===== src/hw/rtl/safs_pkg.sv =====
// Package for the sprite animation frame sequencer: widths, codes,
// controller states and the command/status structs between controller and datapath.
// No dependencies.
`timescale 1ns / 1ps

package safs_pkg;

  // Default width of a time amount (tick and frame period)
  localparam int unsigned TIME_BITS_DEF = 16;
  // Longest supported sequence
  localparam int unsigned MAX_FRAMES    = 256;

  localparam int unsigned FRAME_W = 8;  // current frame index
  localparam int unsigned COUNT_W = 9;  // frame count register
  localparam int unsigned IDX_W   = 2;  // config register index

  // Effective frame count limit: MAX_FRAMES and the frame index range
  localparam logic [COUNT_W-1:0] FRAME_CAP =
      COUNT_W'((MAX_FRAMES < 256) ? MAX_FRAMES : 256);

  // Config register indexes
  typedef enum logic [IDX_W-1:0] {
    REG_FRAME_PERIOD = 2'd0,
    REG_PLAY_MODE    = 2'd1,
    REG_FRAME_COUNT  = 2'd2
  } cfg_reg_e;

  // Play modes; the unused code runs as loop
  typedef enum logic [1:0] {
    MODE_LOOP = 2'd0,
    MODE_ONCE = 2'd1,
    MODE_PING = 2'd2
  } mode_e;

  // Controller states
  typedef enum logic [1:0] {
    ST_IDLE  = 2'd0,  // waiting for a tick
    ST_DRAIN = 2'd1,  // draining one period per cycle
    ST_HOLD  = 2'd2   // result ready, output register still occupied
  } state_e;

  // Commands from controller to datapath
  typedef struct packed {
    logic load;  // take the tick, add it to the accumulator when active
    logic step;  // drain one period and advance the frame
    logic emit;  // load the output register
  } dp_cmd_t;

  // Status from datapath to controller
  typedef struct packed {
    logic drain_req;  // acc >= period while playing with nonzero count and period
    logic out_busy;   // output word still waiting and not taken this cycle
  } dp_status_t;

endpackage


===== src/hw/rtl/sprite_animation_frame_sequencer.sv =====
// Top level of the sprite animation frame sequencer.
// Instantiates safs_ctrl and safs_dpath; depends on safs_pkg.
`timescale 1ns / 1ps

// Usage
//   Input channel (in_valid_i/in_ready_o, time_step_i): one word per display
//   tick carrying the elapsed time. Output channel (out_valid_o/out_ready_i)
//   returns one word per tick: frame index, playing, reversing, frame valid.
//   Config port (cfg_we_i, cfg_idx_i, cfg_wdata_i): 0 frame period,
//   1 play mode, 2 frame count; write only while no tick is in flight.
// Timing
//   A tick is added to the accumulator on acceptance while the sequence is
//   active; the drain loop then subtracts one period per cycle, moving the
//   frame for each, until less than a period is left or play stops, and the
//   result is then loaded in the output register. One tick is processed at
//   a time; the next tick is taken once that result is loaded.
// Reset
//   Clears the config registers, accumulator, frame and direction, sets the
//   playing flag; no clearing pass, a tick can be taken right after reset.
// Back-pressure
//   A result waiting in the output register does not block the next tick;
//   if it is still not taken when the next result is ready, the sequencer
//   waits until the receiver takes it.
module sprite_animation_frame_sequencer import safs_pkg::*; #(
  parameter int unsigned TIME_BITS = TIME_BITS_DEF,
  localparam int unsigned CFG_W    = (TIME_BITS > COUNT_W) ? TIME_BITS : COUNT_W
) (
  input  logic                 clk_i,
  input  logic                 rst_ni,
  input  logic                 cfg_we_i,
  input  logic [IDX_W-1:0]     cfg_idx_i,
  input  logic [CFG_W-1:0]     cfg_wdata_i,
  input  logic                 in_valid_i,
  output logic                 in_ready_o,
  input  logic [TIME_BITS-1:0] time_step_i,
  output logic                 out_valid_o,
  input  logic                 out_ready_i,
  output logic [FRAME_W-1:0]   frame_index_o,
  output logic                 is_playing_o,
  output logic                 is_reversing_o,
  output logic                 frame_valid_o
);

  dp_cmd_t    cmd;
  dp_status_t status;

  // Sequencing control
  safs_ctrl u_ctrl (
    .clk_i      (clk_i),
    .rst_ni     (rst_ni),
    .in_valid_i (in_valid_i),
    .in_ready_o (in_ready_o),
    .status_i   (status),
    .cmd_o      (cmd)
  );

  // Accumulator, frame state and output register
  safs_dpath #(
    .TIME_BITS (TIME_BITS)
  ) u_dpath (
    .clk_i          (clk_i),
    .rst_ni         (rst_ni),
    .cfg_we_i       (cfg_we_i),
    .cfg_idx_i      (cfg_idx_i),
    .cfg_wdata_i    (cfg_wdata_i),
    .time_step_i    (time_step_i),
    .out_valid_o    (out_valid_o),
    .out_ready_i    (out_ready_i),
    .frame_index_o  (frame_index_o),
    .is_playing_o   (is_playing_o),
    .is_reversing_o (is_reversing_o),
    .frame_valid_o  (frame_valid_o),
    .cmd_i          (cmd),
    .status_o       (status)
  );

endmodule


===== src/hw/rtl/safs_ctrl.sv =====
// Controller state machine of the sprite animation frame sequencer.
// Depends on safs_pkg (state_e, dp_cmd_t, dp_status_t).
`timescale 1ns / 1ps

module safs_ctrl import safs_pkg::*; (
  input  logic       clk_i,
  input  logic       rst_ni,
  input  logic       in_valid_i,
  output logic       in_ready_o,
  input  dp_status_t status_i,
  output dp_cmd_t    cmd_o
);

  state_e state_q, state_d;

  // State register
  always_ff @(posedge clk_i or negedge rst_ni) begin
    if (!rst_ni) begin
      state_q <= ST_IDLE;
    end else begin
      state_q <= state_d;
    end
  end

  // Next state
  always_comb begin
    state_d = state_q;
    case (state_q)
      ST_IDLE: begin
        if (in_valid_i) begin
          state_d = ST_DRAIN;
        end
      end
      ST_DRAIN: begin
        if (!status_i.drain_req) begin
          state_d = status_i.out_busy ? ST_HOLD : ST_IDLE;
        end
      end
      ST_HOLD: begin
        if (!status_i.out_busy) begin
          state_d = ST_IDLE;
        end
      end
      default: state_d = ST_IDLE;
    endcase
  end

  // Outputs
  always_comb begin
    in_ready_o = 1'b0;
    cmd_o      = '0;
    case (state_q)
      ST_IDLE: begin
        in_ready_o = 1'b1;
        cmd_o.load = in_valid_i;
      end
      ST_DRAIN: begin
        cmd_o.step = status_i.drain_req;
        cmd_o.emit = !status_i.drain_req && !status_i.out_busy;
      end
      ST_HOLD: begin
        cmd_o.emit = !status_i.out_busy;
      end
      default: begin
        in_ready_o = 1'b0;
      end
    endcase
  end

endmodule


===== src/hw/rtl/safs_dpath.sv =====
// Datapath of the sprite animation frame sequencer: config registers,
// accumulator, frame/direction/run state and the output register.
// Depends on safs_pkg.
`timescale 1ns / 1ps

module safs_dpath import safs_pkg::*; #(
  parameter int unsigned TIME_BITS = TIME_BITS_DEF,
  localparam int unsigned ACC_W    = TIME_BITS + 1,
  localparam int unsigned CFG_W    = (TIME_BITS > COUNT_W) ? TIME_BITS : COUNT_W
) (
  input  logic                 clk_i,
  input  logic                 rst_ni,
  // config
  input  logic                 cfg_we_i,
  input  logic [IDX_W-1:0]     cfg_idx_i,
  input  logic [CFG_W-1:0]     cfg_wdata_i,
  // tick
  input  logic [TIME_BITS-1:0] time_step_i,
  // result
  output logic                 out_valid_o,
  input  logic                 out_ready_i,
  output logic [FRAME_W-1:0]   frame_index_o,
  output logic                 is_playing_o,
  output logic                 is_reversing_o,
  output logic                 frame_valid_o,
  // controller link
  input  dp_cmd_t              cmd_i,
  output dp_status_t           status_o
);

  logic [TIME_BITS-1:0] frame_period_q;
  mode_e                play_mode_q;
  logic [COUNT_W-1:0]   frame_count_q;

  logic [ACC_W-1:0]     acc_q, acc_d;
  logic [FRAME_W-1:0]   frame_q, frame_d;
  logic                 back_q, back_d;
  logic                 run_q, run_d;

  logic                 out_valid_q;
  logic [FRAME_W-1:0]   out_frame_q;
  logic                 out_run_q, out_back_q, out_fvalid_q;

  logic [COUNT_W-1:0]   count;
  logic [FRAME_W-1:0]   last;
  logic                 active;
  logic                 fvalid;

  // Config register writes
  always_ff @(posedge clk_i or negedge rst_ni) begin
    if (!rst_ni) begin
      frame_period_q <= '0;
      play_mode_q    <= MODE_LOOP;
      frame_count_q  <= '0;
    end else if (cfg_we_i) begin
      case (cfg_reg_e'(cfg_idx_i))
        REG_FRAME_PERIOD: frame_period_q <= cfg_wdata_i[TIME_BITS-1:0];
        REG_PLAY_MODE:    play_mode_q    <= mode_e'(cfg_wdata_i[1:0]);
        REG_FRAME_COUNT:  frame_count_q  <= cfg_wdata_i[COUNT_W-1:0];
        default: ;
      endcase
    end
  end

  // Effective count, last frame, playing condition
  assign count  = (frame_count_q > FRAME_CAP) ? FRAME_CAP : frame_count_q;
  assign last   = FRAME_W'(count - COUNT_W'(1));
  assign active = (count != '0) && run_q && (frame_period_q != '0);

  assign status_o.drain_req = active && (acc_q >= ACC_W'(frame_period_q));
  assign status_o.out_busy  = out_valid_q && !out_ready_i;

  // Accumulate a tick, drain a period per step, move frame or stop
  always_comb begin
    acc_d   = acc_q;
    frame_d = frame_q;
    back_d  = back_q;
    run_d   = run_q;
    if (cmd_i.load) begin
      if (active) begin
        acc_d = acc_q + ACC_W'(time_step_i);
      end
    end else if (cmd_i.step) begin
      acc_d = acc_q - ACC_W'(frame_period_q);
      case (play_mode_q)
        MODE_ONCE: begin
          if (frame_q >= last) begin
            run_d = 1'b0;
          end else begin
            frame_d = frame_q + 1'b1;
          end
        end
        MODE_PING: begin
          if (back_q) begin
            if (frame_q == '0) begin
              back_d  = 1'b0;
              frame_d = (last == '0) ? '0 : FRAME_W'(1);
            end else begin
              frame_d = frame_q - 1'b1;
            end
          end else if (frame_q >= last) begin
            back_d  = 1'b1;
            frame_d = (last == '0) ? '0 : last - 1'b1;
          end else begin
            frame_d = frame_q + 1'b1;
          end
        end
        default: begin
          frame_d = (frame_q >= last) ? '0 : frame_q + 1'b1;
        end
      endcase
    end
  end

  // Sequencer state
  always_ff @(posedge clk_i or negedge rst_ni) begin
    if (!rst_ni) begin
      acc_q   <= '0;
      frame_q <= '0;
      back_q  <= 1'b0;
      run_q   <= 1'b1;
    end else begin
      acc_q   <= acc_d;
      frame_q <= frame_d;
      back_q  <= back_d;
      run_q   <= run_d;
    end
  end

  // Output word
  assign fvalid = (count != '0) && ({1'b0, frame_q} < count);

  always_ff @(posedge clk_i or negedge rst_ni) begin
    if (!rst_ni) begin
      out_valid_q <= 1'b0;
    end else if (cmd_i.emit) begin
      out_valid_q <= 1'b1;
    end else if (out_ready_i) begin
      out_valid_q <= 1'b0;
    end
  end

  always_ff @(posedge clk_i) begin
    if (cmd_i.emit) begin
      out_frame_q  <= fvalid ? frame_q : '0;
      out_run_q    <= run_q;
      out_back_q   <= back_q;
      out_fvalid_q <= fvalid;
    end
  end

  assign out_valid_o    = out_valid_q;
  assign frame_index_o  = out_frame_q;
  assign is_playing_o   = out_run_q;
  assign is_reversing_o = out_back_q;
  assign frame_valid_o  = out_fvalid_q;

endmodule


===== config.mk =====
export PLATFORM = sky130hd
export DESIGN_NAME = sprite_animation_frame_sequencer
export DESIGN_NICKNAME = d
export VERILOG_FILES = /design/src/hw/rtl/safs_pkg.sv /design/src/hw/rtl/sprite_animation_frame_sequencer.sv /design/src/hw/rtl/safs_ctrl.sv /design/src/hw/rtl/safs_dpath.sv
export SDC_FILE = /design/constraint.sdc
export NUM_CORES = 1
export LEC_CHECK = 0
export ABC_AREA = 1
export BUFFER_PORTS_ARGS = -buffer_cell sky130_fd_sc_hd__buf_2
export CORE_ASPECT_RATIO = 0.7
export CORE_MARGIN = 3
export CORE_UTILIZATION = 55
export CTS_CLUSTER_DIAMETER = 200
export DETAILED_ROUTE_END_ITERATION = 8
export PLACE_DENSITY_LB_ADDON = 0.15
export SETUP_SLACK_MARGIN = 0.02
export SYNTH_ARGS = -nofsm -noshare
export SYNTH_HDL_FRONTEND = slang
export SYNTH_SLANG_ARGS = --single-unit

===== constraint.sdc =====
create_clock -name clk_i -period 5.6 [get_ports clk_i]
set_input_delay 1.68 -clock clk_i [delete_from_list [all_inputs] [get_ports clk_i]]
set_output_delay 1.68 -clock clk_i [all_outputs]
set_load 0.01 [all_outputs]

== Word-level counts from Yosys, hierarchy flattened ==
Cells that the tools add are included.

* Bits in registers: 68
* Input port bits: 39
* Output and inout port bits: 13
* Word-level logic and storage cells: 86

* Magnitude comparators: 4
* Mux-type cells: 26
* Reduce and logical (&&, ||, !) cells: 25
* Equal/unequal tests: 11
* Bitwise logic cells: 1
* Add/subtract/negate cells: 6

{| class="wikitable"
|+ Operators by type and width
! cell !! number
|-
| 17-bit 2-to-1 mux || 3
|-
| 8-bit 2-to-1 mux || 6
|-
| 8-bit by 1-bit subtractor with 8-bit output (second input constant) || 3
|-
| 17-bit by 16-bit adder with 17-bit output || 1
|-
| 17-bit by 16-bit >= comparator with 1-bit output || 1
|-
| 17-bit by 16-bit subtractor with 17-bit output || 1
|-
| 8-bit logical NOT || 2
|-
| 8-bit case mux with 2 select lines || 1
|-
| 16-bit nonzero test || 1
|-
| 9-bit greater-than comparator (second input constant) || 1
|-
| 8-bit by 9-bit < comparator with 1-bit output || 1
|-
| 1-bit 2-to-1 mux || 9
|-
| 9-bit 2-to-1 mux || 1
|-
| 3-bit AND reduction || 3
|-
| 9-bit nonzero test || 1
|-
| 8-bit by 1-bit adder with 8-bit output (second input constant) || 1
|-
| 8-bit >= comparator || 1
|-
| 2-bit 2-to-1 mux || 4
|-
| 2-bit inequality test (second input constant) || 4
|-
| 2-bit AND reduction || 4
|-
| 2-bit by 1-bit equality test with 1-bit output (second input constant) || 3
|-
| 2-bit equality test (second input constant) || 3
|-
| 1-bit logical AND || 6
|-
| 2-bit case mux with 3 select lines || 1
|-
| other kinds (7) || 11
|}

== Logic depth before layout (Yosys ltp) ==
Gate-level depths: netlist of run 1.

* Depth after elaboration: 10
* Depth in mapped cells: 23
* Depth with buffers taken out: 22

== Cells and area by module ==
From an unflattened synthesis of run 1, not the netlist that was laid out.

* Cells, all modules: 813
* Area, all modules: 5726.7 µm²

{| class="wikitable"
|+ Modules (own cells, without submodules)
! module !! times used !! cells an instance !! seq. area each (µm²) !! area each (µm²)
|-
| safs_dpath || 1 || 781 || 1707.9 || 5522.8
|-
| safs_ctrl || 1 || 32 || 50.0 || 203.9
|}

== Worst setup path before layout of run 1 ==
Ideal clock, no wire load.

* Path type: input to register
* From: input port time_step_i[0]
* To: register u_dpath.acc_q[16]
* Data required time: 5.478 ns
* Arrival time: 3.176 ns
* Buffers on the path: 0
* Cell stages on the path: 13
* Path slack: 2.301 ns
* Library setup time: 0.122 ns
* Path through: ha_1 -> inv_1 -> fa_1 -> inv_1 -> nand3_1 -> nand3_1 -> nand3_1 -> nand2_1 -> nand2_1 -> o21ai_0 -> a22o_1 -> nand2_1 -> xor2_1

* Cells in the longest elaborated chain, start to end: 3

{| class="wikitable"
|+ RTL lines
! element !! RTL line !! RTL
|-
| from (decl) || sprite_animation_frame_sequencer.sv:35 || <nowiki>input logic [TIME_BITS-1:0] time_step_i,</nowiki>
|-
| 17-bit by 16-bit adder with 17-bit output || safs_dpath.sv:81 || <nowiki>acc_d = acc_q + ACC_W'(time_step_i);</nowiki>
|-
| 17-bit 2-to-1 mux || safs_dpath.sv:80 || <nowiki>if (active) begin</nowiki>
|-
| 17-bit 2-to-1 mux || safs_dpath.sv:79 || <nowiki>if (cmd_i.load) begin</nowiki>
|-
| to (signal assigned) || safs_dpath.sv:118 || <nowiki>acc_q <= '0;</nowiki>
|-
| to (signal assigned) || safs_dpath.sv:123 || <nowiki>acc_q <= acc_d;</nowiki>
|-
| to (decl) || safs_dpath.sv:35 || <nowiki>logic [ACC_W-1:0] acc_q, acc_d;</nowiki>
|}

No other way between the ends. The select of a mux whose other input is x is not followed.
A chain may end at the register's enable or synchronous reset.

== Worst setup path after layout of run 1 ==
* From: input port in_valid_i
* To: register u_dpath.acc_q[2]

* Cells in the longest elaborated chain, start to end: 3
* Elaborated cells on any way between the ends: 5
* Those cells by class: eq/ne (1); mux (2); reduce/logical (2)

{| class="wikitable"
|+ RTL lines
! element !! RTL line !! RTL
|-
| from (decl) || sprite_animation_frame_sequencer.sv:33 || <nowiki>input logic in_valid_i,</nowiki>
|-
| 1-bit 2-to-1 mux (*) || safs_ctrl.sv:52 || <nowiki>case (state_q)</nowiki>
|-
| 2-bit by 1-bit inequality test with 1-bit output (no line) or 2-bit nonzero test (tied branches) || - ||
|-
| 2-bit AND reduction (no line) || - ||
|}

Every way passes the cells marked *; elsewhere a longest branch is shown, timed or not.

==> results by group, run 1 <==
Outcome
  – Outcome: complete, no violations

Global route
  – Vias in the first global route: 5050
  – Pin count of the biggest net entering global routing: 58
  – Initial antenna violation count: 0
  – Congestion Overflow GR: 0
  – Total GRT Usage: 25.6%
  – First-pass GRT wire length: 24400 um

Synthesis
  – Yosys top cell by area: dfrtp_1
  – Synth warn: 0
  – Commonest cells in the synthesized netlist: nand2_1 (171), inv_1 (93), o21ai_0 (76)
  – Yosys reg bits: 68
  – Yosys top cell area share: 24.5%
  – Area contributors post-synth: dfrtp_1 (25%), ha_1 (13%), nand2_1 (11%), o21ai_0 (6.7%), inv_1 (6.1%)
  – Most common cell in the netlist: nand2_1
  – Seq/Total Area, Yosys: 30.8%
  – Synth Flop Type: dfrtp_1
  – Post-Syn Area per Cell: 7.16 um^2
  – Synthesized Nets: 897
  – Async set or reset register ratio after synthesis: 83.8%
  – Synthesized area: 5720 um^2
  – Synth unique cells: 45
  – Cells after synthesis: 798
  – Number of synthesized flops with an enable pin: 11

Critical path
  – Register-to-register setup slack: 2.12 ns
  – Launching point of the worst reg2reg path: u_dpath.frame_count_q[8]$_DFFE_PN0P_
  – Data arrival, critical path: 3.71 ns
  – Worst path top cell family by delay: simple AND/OR/NAND/NOR gates
  – Critical path launch point type: input port
  – Worst Path Buf+Inv: 4
  – Crit. End Element: flip-flop
  – Slowest stage delay, CP: 0.62 ns
  – Setup CP Type: in -> reg
  – Worst Path Required: 5.81 ns
  – Slowest-stage cell, CP: nand2_1
  – Path depth of the worst reg2reg path: 19
  – CP dominant cell by count: nand2_1
  – Instance count on the critical path: 10
  – Crit Reg-Reg Endpoint: u_dpath.frame_q[0]$_DFFE_PN0P_
  – Critical-path cell list: buf_2 > nand2_1 > clkinv_1 > nand2_1 > nand2_1 > buf_4 > inv_2 > a31oi_1 > o21ai_1 > nand2_1
  – Worst-path fanout max: 22

STA
  – Fin Clk Skew: 0.00869 ns
  – Final period util: 62.6%
  – Fmax achieved: 285 MHz
  – Hold Fails Final Rpt: 0
  – Worst slew pin tran: 1.08 ns
  – Final setup fails: 0
  – RSZ-0062 raised after global routing: no
  – Fin. max-slew vios: 0
  – Total negative setup slack: 0 ns
  – Max-slew headroom: 28.0%
  – Min setup slack post-route: 2.09 ns
  – Clock period minus worst slack: 3.51 ns

Routing
  – Initial DRC count: 547
  – Post-Route WL: 14800 um
  – Residual DRC: 0
  – Via density per instance: 5.64
  – DR vias: 5504
  – Antenna viol nets, final: 0
  – Router iterations before antenna repair: 5
  – Wire per inst: 15.1 um

Hold path
  – Hold path endpoint: u_dpath.run_q$_DFFE_PN1P_
  – Min-Delay Path Class: reg -> reg
  – Hold Crit Depth: 2
  – Worst Hold Launch: u_dpath.run_q$_DFFE_PN1P_

Power
  – Sequential share of power: 33.8%
  – Pleak: 0.00328 uW
  – Maximum vdd drop: 0.160 mV
  – Sw frac: 37.6%
  – Internal power: 1150 uW
  – Combinational share of power: 35.8%
  – Clock power frac: 30.5%
  – Pwr Density: 289 nW/um^2
  – Psw: 692 uW

Clocking
  – Num CTS Buffers: 9
  – H-tree depth: 3
  – Later-pin clock latency in the skew report: 0.34 ns
  – Clock root buffer master: clkbuf_16
  – Post-CTS setup buffer count: 0
  – Hold buffer count at cts: 0
  – Clock sinks: 68
  – Reg clk slew, reported paths: 0.06 ns
  – # resized after CTS: 0
  – CTS tree: done
  – Max Buffers Root-to-Sink: 2

Placed design
  – Pre-CTS WS: 1.81 ns
  – Port buffer count: 51
  – Routability congestion estimate: 0.913
  – HPWL Detailed: 11300 um
  – Dpl cells: 960

Finish
  – Number of diodes: 0
  – Non-filler cells, final: 976
  – Finished Core Util: 64.1%
  – Area delta synth->final: 11.1%
  – Fin nets: 942
  – Layout cells sized above 1: 12.4%

Floorplan
  – Die Ht: 91.3 um
  – Die Area: 11700 um^2
  – Core outline area: 9910 um^2
  – Die width: 128 um
  – IO Pins: 52
  – Num rows: 30
  – Initial core utilization: 57.7%

Job
  – Maxcap violations: 0
per-stage QoR:
step / hold slack [ns] / cell area, um^2 / total power [uW]
after global routing: 0.501 / 6350 / 1950
final: 0.474 / 6350 / 1840
after global placement: 0.465 / 6060 / 1250
after floorplan: 0.436 / 5720 / 1090
after detailed placement: 0.466 / 6060 / 1270
after CTS: 0.475 / 6350 / 1840
flip-flops by register name, indices dropped and copies added (netlist names), 2 cells and up:
name / cells
u_ctrl.state_q: 2
u_dpath.frame_q: 8
u_dpath.frame_period_q: 16
u_dpath.acc_q: 17
u_dpath.frame_index_o: 8
u_dpath.play_mode_q: 2
u_dpath.frame_count_q: 9
how the worst max path moves through the flow:
stage | startpoint | to | slack (ns)
after floorplan | time_step_i[0] | u_dpath.acc_q[16]$_DFFE_PN0P_ | 2.30
after global placement | in_valid_i | u_dpath.acc_q[2]$_DFFE_PN0P_ | 1.92
after detailed placement | in_valid_i | u_dpath.acc_q[2]$_DFFE_PN0P_ | 1.81
after CTS | in_valid_i | u_dpath.acc_q[2]$_DFFE_PN0P_ | 2.12
after global routing | u_dpath.frame_count_q[8]$_DFFE_PN0P_ | u_dpath.frame_q[6]$_DFFE_PN0P_ | 1.79
final | in_valid_i | u_dpath.acc_q[2]$_DFFE_PN0P_ | 2.09
final cells by class:
class                           instances  area (um^2)
Clock buffer                            9          225
Clock inverter                          7         67.6
Fill cell                             896         3560
Inverter                              104          392
Multi-Input combinational cell        606         3470
Sequential cell                        68         1760
Tap cell                              128          160
Timing Repair Buffer                   54          278
cells by family (layout without fill, tap and decap cells):
kind of cell             count (synthesis)  after routing  synth area share (%)
XOR/XNOR                                27             27                  4.27
AO/OA/AOI/OAI                          171            171                  16.1
flip-flops                              68             68                  30.8
adder cells (fa/ha/maj)                 60             60                  13.4
buffers and inverters                  124            174                  8.49
AND/OR/NAND/NOR                        348            348                  27.0
power by group through the flow:
stage	clock network [uW]	logic, uW	registers [uW]
after floorplan	0	454	636
after global placement	0	623	624
after detailed placement	0	645	629
after CTS	564	651	620
after global routing	584	740	630
final	561	657	621
per-layer routing:
layer / global-route usage, % / vias to the layer above / wire [um]
met3: 5.94 / 19 / 1120
met2: 36.2 / 221 / 6170
met4: 6.18 / 0 / 141
met5: 0 / - / 0
met1: 39.2 / 2514 / 7340
li1: - / 2750 / -
worst register-to-register path: stages, from the launching register on:
cell     delay (ns)
dfrtp_1        0.42
inv_2          0.24
nand2_1        0.22
ha_1           0.25
nand2_2        0.10
nand2_1        0.09
xor2_1         0.29
ha_1           0.30
nand2_1        0.06
nand2_1        0.07
nand2_1        0.06
nand4_1        0.17
nand3_4        0.19
nand2_4        0.12
inv_2          0.08
nor2_2         0.05
nor3_4         0.34
inv_2          0.15
nand2_1        0.10
nand2_1        0.06
cell usage in the layout, fill, tap and decap left out, types with 2 or more instances in the layout:
cell | netlist | layout
a211oi_1 | 2 | 2
a21oi_1 | 67 | 67
a31oi_1 | 14 | 14
and2_1 | 2 | 2
buf_2 | 3 | 51
buf_4 | 0 | 3
clkbuf_16 | 0 | 9
clkinv_1 | 2 | 3
clkinv_2 | 1 | 3
clkinvlp_4 | 0 | 2
dfrtp_1 | 56 | 56
edfxtp_1 | 11 | 11
fa_1 | 2 | 2
ha_1 | 58 | 58
inv_1 | 93 | 93
inv_2 | 8 | 8
nand2_1 | 171 | 171
nand2_2 | 6 | 6
nand2_4 | 2 | 2
nand3_1 | 67 | 67
nand3_2 | 3 | 3
nand4_1 | 7 | 7
nor2_1 | 68 | 68
nor2_2 | 2 | 2
nor3_1 | 5 | 5
nor4_1 | 4 | 4
o211ai_1 | 2 | 2
o21ai_0 | 76 | 76
o21ai_1 | 3 | 3
or2_2 | 6 | 6
xnor2_1 | 4 | 4
xor2_1 | 22 | 22
Note: power is estimated with default switching activity, not from simulation.
==> inputs of run 2 (changes only) <==
- ABC_AREA: 1 -> 0
- clock period: 5.6 -> 3.7 ns (I/O delays scaled with it)
==> results by group, run 2 <==
Outcome
  – Outcome: complete, no violations (unchanged)

Power
  – Pleak: 0.00291 uW (was 0.00328 uW)
  – Pwr Density: 899 nW/um^2 (was 289 nW/um^2)
  – Maximum vdd drop: 0.392 mV (was 0.160 mV)
  – Power Total: 5860 uW (was 1840 uW)

Critical path
  – Worst path top cell family by delay: compound AO/OA/AOI/OAI gates (was simple AND/OR/NAND/NOR gates)
  – Crit Reg-Reg Endpoint: u_dpath.frame_q[5]$_DFFE_PN0P_ (was u_dpath.frame_q[0]$_DFFE_PN0P_)
  – Data arrival, critical path: 3.80 ns (was 3.71 ns)
  – Path depth of the worst reg2reg path: 14 (was 19)
  – Worst Path Required: 3.95 ns (was 5.81 ns)
  – Crit. End Element: flip-flop (unchanged)
  – CP dominant cell by count: o21ai_1 (was nand2_1)
  – Critical path launch point type: flip-flop (was input port)
  – Register-to-register setup slack: 0.15 ns (was 2.12 ns)
  – Launching point of the worst reg2reg path: u_dpath.frame_count_q[8]$_DFFE_PN0P_ (unchanged)
  – Slowest-stage cell, CP: a221o_2 (was nand2_1)
  – Worst-path fanout max: 4 (was 22)
  – Slowest stage delay, CP: 0.43 ns (was 0.62 ns)
  – Worst Path Buf+Inv: 1 (was 4)
  – Critical-path cell list: inv_2 > nand2_2 > ha_2 > or3b_4 > a311oi_4 > ha_1 > a21oi_2 > o211ai_1 > a221o_2 > a2111o_1 > a31oi_1 > a221o_1 > o21ai_1 > o21ai_1 (was buf_2 > nand2_1 > clkinv_1 > nand2_1 > nand2_1 > buf_4 > inv_2 > a31oi_1 > o21ai_1 > nand2_1)
  – Setup CP Type: reg -> reg (was in -> reg)

Global route
  – Total GRT Usage: 26.0% (was 25.6%)
  – First-pass GRT wire length: 24400 um (about the same)
  – Vias in the first global route: 4981 (was 5050)
  – Congestion Overflow GR: 0 (unchanged)
  – Met1 Use GR: 39.1% (was 39.2%)
  – Pin count of the biggest net entering global routing: 32 (was 58)
  – GRT met3 Usage: 6.32% (was 5.94%)
  – Busiest grt layer: met1 (unchanged)
  – Initial antenna violation count: 0 (unchanged)
  – Met2 Track Usage GR: 37.9% (was 36.2%)

Finish
  – FF/Latch Area: 1760 um^2 (unchanged)
  – Filler Cell Count: 847 (was 896)
  – Most common cell after layout, fill and taps aside: ha_1 (was nand2_1)
  – Area delta synth->final: 16.2% (was 11.1%)
  – Layout cells sized above 1: 19.0% (was 12.4%)
  – Number of diodes: 0 (unchanged)
  – Reg with most FFs: u_dpath.acc_q (unchanged)
  – Post-Layout Inst Area: 6520 um^2 (was 6350 um^2)
  – Regs by FF count: u_dpath.acc_q x17, u_dpath.frame_period_q x16, u_dpath.frame_count_q x9 (unchanged)
  – Max reg flops: 17 (unchanged)
  – Multi-input gate area: 3640 um^2 (was 3470 um^2)
  – Fin nets: 805 (was 942)
  – Most frequent cells in the layout: ha_1 (57), dfrtp_1 (56), nand2_1 (55) (was nand2_1 (171), inv_1 (93), o21ai_0 (76))

Floorplan
  – Die width: 127 um (was 128 um)
  – Die Area: 11500 um^2 (was 11700 um^2)
  – Core outline area: 9830 um^2 (was 9910 um^2)
  – Num rows: 30 (unchanged)
  – Die Ht: 90.5 um (was 91.3 um)
  – Initial core utilization: 57.1% (was 57.7%)
  – IO Pins: 52 (unchanged)

Synthesis
  – Synth Flop Type: dfrtp_1 (unchanged)
  – Synth warn: 0 (unchanged)
  – Yosys top cell by area: dfrtp_1 (unchanged)
  – Synth unique cells: 75 (was 45)
  – Synthesized Nets: 741 (was 897)
  – Async set or reset register ratio after synthesis: 83.8% (unchanged)
  – Number of synthesized flops with an enable pin: 11 (unchanged)
  – Yosys top cell area share: 25.0% (was 24.5%)
  – Commonest cells in the synthesized netlist: ha_1 (58), dfrtp_1 (56), nand2_1 (56) (was nand2_1 (171), inv_1 (93), o21ai_0 (76))
  – Most common cell in the netlist: ha_1 (was nand2_1)
  – Post-Syn Area per Cell: 8.74 um^2 (was 7.16 um^2)
  – Synthesized area: 5610 um^2 (was 5720 um^2)
  – Area contributors post-synth: dfrtp_1 (25%), ha_1 (13%), edfxtp_1 (5.9%), o21ai_0 (4.0%), nand2_1 (3.7%) (was dfrtp_1 (25%), ha_1 (13%), nand2_1 (11%), o21ai_0 (6.7%), inv_1 (6.1%))
  – Cells after synthesis: 642 (was 798)
  – Seq/Total Area, Yosys: 31.3% (was 30.8%)
  – Yosys reg bits: 68 (unchanged)

Placed design
  – Placed Area: 6100 um^2 (was 6060 um^2)
  – HPWL Detailed: 11600 um (was 11300 um)
  – Routability congestion estimate: 0.976 (was 0.913)
  – Port buffer count: 51 (unchanged)
  – Pre-CTS WS: -0.0434 ns (was 1.81 ns)

Clocking
  – Clock root buffer master: clkbuf_16 (unchanged)
  – CTS tree: done (unchanged)
  – H-tree depth: 3 (unchanged)
  – Num CTS Buffers: 9 (unchanged)
  – Reg clk slew, reported paths: 0.06 ns (about the same)
  – Clock sinks: 68 (unchanged)
  – Max Buffers Root-to-Sink: 2 (unchanged)
  – Later-pin clock latency in the skew report: 0.33 ns (was 0.34 ns)

Hold path
  – Worst Hold Launch: u_dpath.run_q$_DFFE_PN1P_ (unchanged)
  – Hold Crit Depth: 2 (unchanged)
  – Min-Delay Path Class: reg -> reg (unchanged)
  – Hold path endpoint: u_dpath.run_q$_DFFE_PN1P_ (unchanged)

Routing
  – DR vias: 5189 (was 5504)
  – Residual DRC: 0 (unchanged)
  – Router iterations before antenna repair: 5 (unchanged)
  – Via density per instance: 6.18 (was 5.64)
  – Wire per inst: 17.9 um (was 15.1 um)
  – Initial DRC count: 472 (was 547)
  – Post-Route WL: 15000 um (was 14800 um)
  – Antenna viol nets, final: 0 (unchanged)

STA
  – Fin. max-slew vios: 0 (unchanged)
  – Fin Clk Skew: 0.00384 ns (was 0.00869 ns)
  – Final period util: 96.0%
  – Clock period minus worst slack: 3.55 ns
  – Max-slew headroom: 38.7% (was 28.0%)
  – Worst slew pin tran: 0.915 ns (was 1.08 ns)
  – RSZ-0062 raised after global routing: no (unchanged)
  – Min setup slack post-route: 0.149 ns (was 2.09 ns)
  – Worst hold slack: 0.514 ns (was 0.474 ns)
  – Final setup fails: 0 (unchanged)
  – Hold Fails Final Rpt: 0 (unchanged)
  – Fmax achieved: 282 MHz

Job
  – Maxcap violations: 0 (unchanged)
-- run 2: changes by cell type after synthesis, sizes merged, moves of 10 or more --
cell	change
inv	-57
a21o	+16
mux2	+13
nor2	-23
nor2b	+11
a21oi	-24
xnor2	+17
o21a	+10
nand2	-123
o21ai	-25
nand3	-55
-- run 2: final cells by class --
class,instances,area share [%]
clock buffer,9,3.45
sequential,68,27.0
tap,128,2.46
inverter,44,2.53
clock inverter,7,2.13
multi-input combinational,508,55.8
timing repair buffer,75,6.68
-- run 2: per-stage QoR --
stage / TNS, ns / utilization, % / cells
2_1_floorplan: 0 / - / 642
3_3_place_gp: 0 / 62.0 / 820
3_5_place_dp: -0.0434 / 62.0 / 820
4_1_cts: 0 / 65.8 / 836
5_1_grt: 0 / 66.3 / 839
6_report: 0 / 66.3 / 839
-- run 2: power breakdown --
group / switching [uW] / internal, uW
sequential: 266 / 1040
combinational: 2000 / 1520
clock: 320 / 725
-- run 2: metal layers --
layer / wire length [um] / vias to the layer above
li1: - / 2473
met1: 7170 / 2453
met2: 6240 / 228
met3: 1400 / 35
met4: 207 / 0
met5: 0 / -
-- run 2: worst register-to-register path, cell delays in order (launching register included) --
cell and delay, ns:
dfrtp_1 0.40, inv_2 0.07, nand2_2 0.12, ha_2 0.19, or3b_4 0.40, a311oi_4 0.29, ha_1 0.32, a21oi_2 0.17
o211ai_1 0.12, a221o_2 0.43, a2111o_1 0.43, a31oi_1 0.22, a221o_1 0.19, o21ai_1 0.06, o21ai_1 0.07
-- run 2: cell families after synthesis --
| logic type | count (synthesis) | share of synthesized area [%] |
|---|---|---|
| AO/OA/AOI/OAI | 202 | 24.4 |
| AND/OR/NAND/NOR | 195 | 17.5 |
| flip-flops | 68 | 31.3 |
| buffers and inverters | 66 | 4.68 |
| adder cells (fa/ha/maj) | 60 | 13.6 |
| XOR/XNOR | 38 | 5.93 |
| multiplexers | 13 | 2.61 |
-- run 2: worst max-delay path by stage --
stage	from	endpoint	slack [ns]	depth (start not counted)
floorplan	u_dpath.frame_count_q[8]$_DFFE_PN0P_	u_dpath.frame_q[7]$_DFFE_PN0P_	0.04	15
global placement	time_step_i[0]	u_dpath.acc_q[16]$_DFFE_PN0P_	0.09	13
detailed placement	time_step_i[0]	u_dpath.acc_q[16]$_DFFE_PN0P_	-0.04	13
CTS	u_dpath.frame_count_q[8]$_DFFE_PN0P_	u_dpath.frame_q[7]$_DFFE_PN0P_	0.05	12
global route	u_dpath.frame_count_q[8]$_DFFE_PN0P_	u_dpath.frame_q[2]$_DFFE_PN0P_	0.01	14
finish	u_dpath.frame_count_q[8]$_DFFE_PN0P_	u_dpath.frame_q[5]$_DFFE_PN0P_	0.15	14
-- run 2: repair_timing --
item,4_1_cts,5_1_grt
setup endpoints to repair,3,8
setup buffers,0,3
gates resized for setup,1,6
hold endpoints to repair,0,0
pin swaps,0,3
hold buffers,0,0
==> inputs of run 3 (changes only) <==
- CORE_ASPECT_RATIO: 0.7 -> 1.25
==> results by group, run 3 (synthesis gave the netlist of run 2 again) <==
Outcome
  – Outcome: complete, no violations (unchanged)

Placed design
  – Routability congestion estimate: 0.882 (was 0.976)
  – HPWL Detailed: 12000 um (was 11600 um)
  – Port buffer count: 51 (unchanged)
  – Pre-CTS WS: 0.0342 ns (was -0.0434 ns)

Power
  – Combinational share of power: 61.3% (was 59.9%)
  – Psw: 2630 uW (was 2580 uW)
  – Internal power: 3160 uW (was 3280 uW)
  – Clock power frac: 16.0% (was 17.8%)
  – Sw frac: 45.4% (was 44.1%)
  – Pwr Density: 891 nW/um^2 (was 899 nW/um^2)
  – Pleak: 0.00288 uW (was 0.00291 uW)
  – Maximum vdd drop: 0.484 mV (was 0.392 mV)
  – Sequential share of power: 22.7% (was 22.2%)

Floorplan
  – Die Ht: 119 um (was 90.5 um)
  – Die Area: 11500 um^2 (about the same)
  – Num rows: 40 (was 30)
  – Die width: 96.4 um (was 127 um)
  – IO Pins: 52 (unchanged)
  – Initial core utilization: 57.5% (was 57.1%)
  – Core outline area: 9760 um^2 (was 9830 um^2)

STA
  – Total negative setup slack: 0 ns (unchanged)
  – RSZ-0062 raised after global routing: no (unchanged)
  – Final period util: 94.6% (was 96.0%)
  – Fmax achieved: 286 MHz (was 282 MHz)
  – Final setup fails: 0 (unchanged)
  – Clock period minus worst slack: 3.50 ns (was 3.55 ns)
  – Worst slew pin tran: 0.903 ns (was 0.915 ns)
  – Fin Clk Skew: 0.00626 ns (was 0.00384 ns)
  – Fin. max-slew vios: 0 (unchanged)
  – Min setup slack post-route: 0.200 ns (was 0.149 ns)
  – Max-slew headroom: 39.8% (was 38.7%)
  – Hold Fails Final Rpt: 0 (unchanged)

Global route
  – Congestion Overflow GR: 0 (unchanged)
  – First-pass GRT wire length: 25200 um (was 24400 um)
  – Total GRT Usage: 28.3% (was 26.0%)
  – Initial antenna violation count: 0 (unchanged)
  – Pin count of the biggest net entering global routing: 36 (was 32)
  – Vias in the first global route: 5203 (was 4981)

Clocking
  – Later-pin clock latency in the skew report: 0.33 ns (about the same)
  – H-tree depth: 3 (unchanged)
  – Reg clk slew, reported paths: 0.06 ns (about the same)
  – Max Buffers Root-to-Sink: 2 (unchanged)
  – Hold buffer count at cts: 0 (unchanged)
  – CTS tree: done (unchanged)
  – Clock root buffer master: clkbuf_16 (unchanged)
  – Clock sinks: 68 (unchanged)
  – Num CTS Buffers: 9 (unchanged)

Critical path
  – Worst-path fanout max: 7 (was 4)
  – Crit. End Element: flip-flop (unchanged)
  – Data arrival, critical path: 3.73 ns (was 3.80 ns)
  – Critical path launch point type: flip-flop (unchanged)
  – Path depth of the worst reg2reg path: 14 (unchanged)
  – Register-to-register setup slack: 0.20 ns (was 0.15 ns)
  – Worst Path Required: 3.93 ns (was 3.95 ns)
  – Launching point of the worst reg2reg path: u_dpath.frame_count_q[8]$_DFFE_PN0P_ (unchanged)
  – Setup CP Type: reg -> reg (unchanged)
  – Crit Reg-Reg Endpoint: u_dpath.frame_q[1]$_DFFE_PN0P_ (was u_dpath.frame_q[5]$_DFFE_PN0P_)

Hold path
  – Hold path endpoint: u_dpath.acc_q[16]$_DFFE_PN0P_ (was u_dpath.run_q$_DFFE_PN1P_)
  – Hold Crit Depth: 1 (was 2)
  – Min-Delay Path Class: reg -> reg (unchanged)
  – Worst Hold Launch: u_dpath.acc_q[16]$_DFFE_PN0P_ (was u_dpath.run_q$_DFFE_PN1P_)

Routing
  – Residual DRC: 0 (unchanged)
  – DR vias: 5222 (was 5189)
  – Wire per inst: 18.6 um (was 17.9 um)
  – Post-Route WL: 15600 um (was 15000 um)
  – Antenna viol nets, final: 0 (unchanged)
  – Router iterations before antenna repair: 6 (was 5)
  – Via density per instance: 6.22 (was 6.18)
  – Initial DRC count: 274 (was 472)

Finish
  – Fin nets: 808 (was 805)
  – Regs by FF count: u_dpath.acc_q x17, u_dpath.frame_period_q x16, u_dpath.frame_count_q x9 (unchanged)
  – Max reg flops: 17 (unchanged)
  – Area delta synth->final: 15.6% (was 16.2%)
  – Number of diodes: 0 (unchanged)
  – Most frequent cells in the layout: ha_1 (56), nand2_1 (55), dfrtp_1 (55) (was ha_1 (57), dfrtp_1 (56), nand2_1 (55))
  – Most common cell after layout, fill and taps aside: ha_1 (unchanged)
  – Layout cells sized above 1: 19.2% (was 19.0%)
  – Reg with most FFs: u_dpath.acc_q (unchanged)

Job
  – Maxcap violations: 0 (unchanged)
## run 3: final cells by class
| cell class | count | area (um^2) |
|---|---|---|
| multi-input cells | 508 | 3630 |
| fillers | 847 | 3270 |
| flip-flops and latches | 68 | 1760 |
| repair buffers | 78 | 458 |
| clock buffers | 9 | 225 |
| inverters | 44 | 165 |
| well taps | 126 | 158 |
| clock inverters | 7 | 91.3 |
## run 3: power groups by stage
stage	Sequential, uW	Clock (uW)	Combinational [uW]
global route	1340	974	3910
detailed placement	1320	0	3410
floorplan	1220	0	2590
finish	1310	924	3550
CTS	1310	933	3450
global placement	1310	0	3330
## run 3: per-layer routing
layer  vias up  GRT usage (%)  wire length (um)
li1       2478              -                 -
met1      2528           31.9              6080
met2       164           50.6              8200
met3        52           4.49               657
met4         0           13.2               698
met5         -              0                 0
## run 3: how the worst max path moves through the flow
stage	startpoint	to	slack (ns)
3_5_place_dp	u_dpath.frame_count_q[8]$_DFFE_PN0P_	u_dpath.frame_q[7]$_DFFE_PN0P_	0.03
6_report	u_dpath.frame_count_q[8]$_DFFE_PN0P_	u_dpath.frame_q[1]$_DFFE_PN0P_	0.20
3_3_place_gp	time_step_i[0]	u_dpath.acc_q[16]$_DFFE_PN0P_	0.11
5_1_grt	u_dpath.frame_count_q[8]$_DFFE_PN0P_	u_dpath.frame_q[0]$_DFFE_PN0P_	0.004
4_1_cts	u_dpath.frame_count_q[8]$_DFFE_PN0P_	u_dpath.frame_q[3]$_DFFE_PN0P_	0.02
2_1_floorplan	u_dpath.frame_count_q[8]$_DFFE_PN0P_	u_dpath.frame_q[7]$_DFFE_PN0P_	0.04
## run 3: worst max-delay path, cell delays in order (launching register included)
cell,delay [ns]
dfrtp_2,0.41
inv_2,0.06
nand2_1,0.08
ha_2,0.18
or3b_4,0.40
a311oi_4,0.28
ha_1,0.31
a21oi_2,0.17
o211ai_1,0.10
a221o_1,0.39
a21oi_2,0.38
nor3_2,0.12
a221oi_2,0.28
o211ai_1,0.10
o21a_1,0.12
## run 3: what timing repair did
| action | 4_1_cts | 5_1_grt |
|---|---|---|
| resized for setup | 0 | 7 |
| buffers inserted | 0 | 4 |
| endpoints found under the setup margin | 0 | 8 |
## run 3: stage by stage
step | total power, uW | area (um^2) | hold WS, ns | std cells | util, %
after floorplan | 3810 | 5620 | 0.444 | 642 | -
final | 5780 | 6490 | 0.484 | 840 | 66.5
after global routing | 6220 | 6490 | 0.512 | 840 | 66.5
after CTS | 5690 | 6430 | 0.480 | 836 | 65.9
after global placement | 4640 | 6110 | 0.465 | 820 | 62.6
after detailed placement | 4730 | 6110 | 0.468 | 820 | 62.6
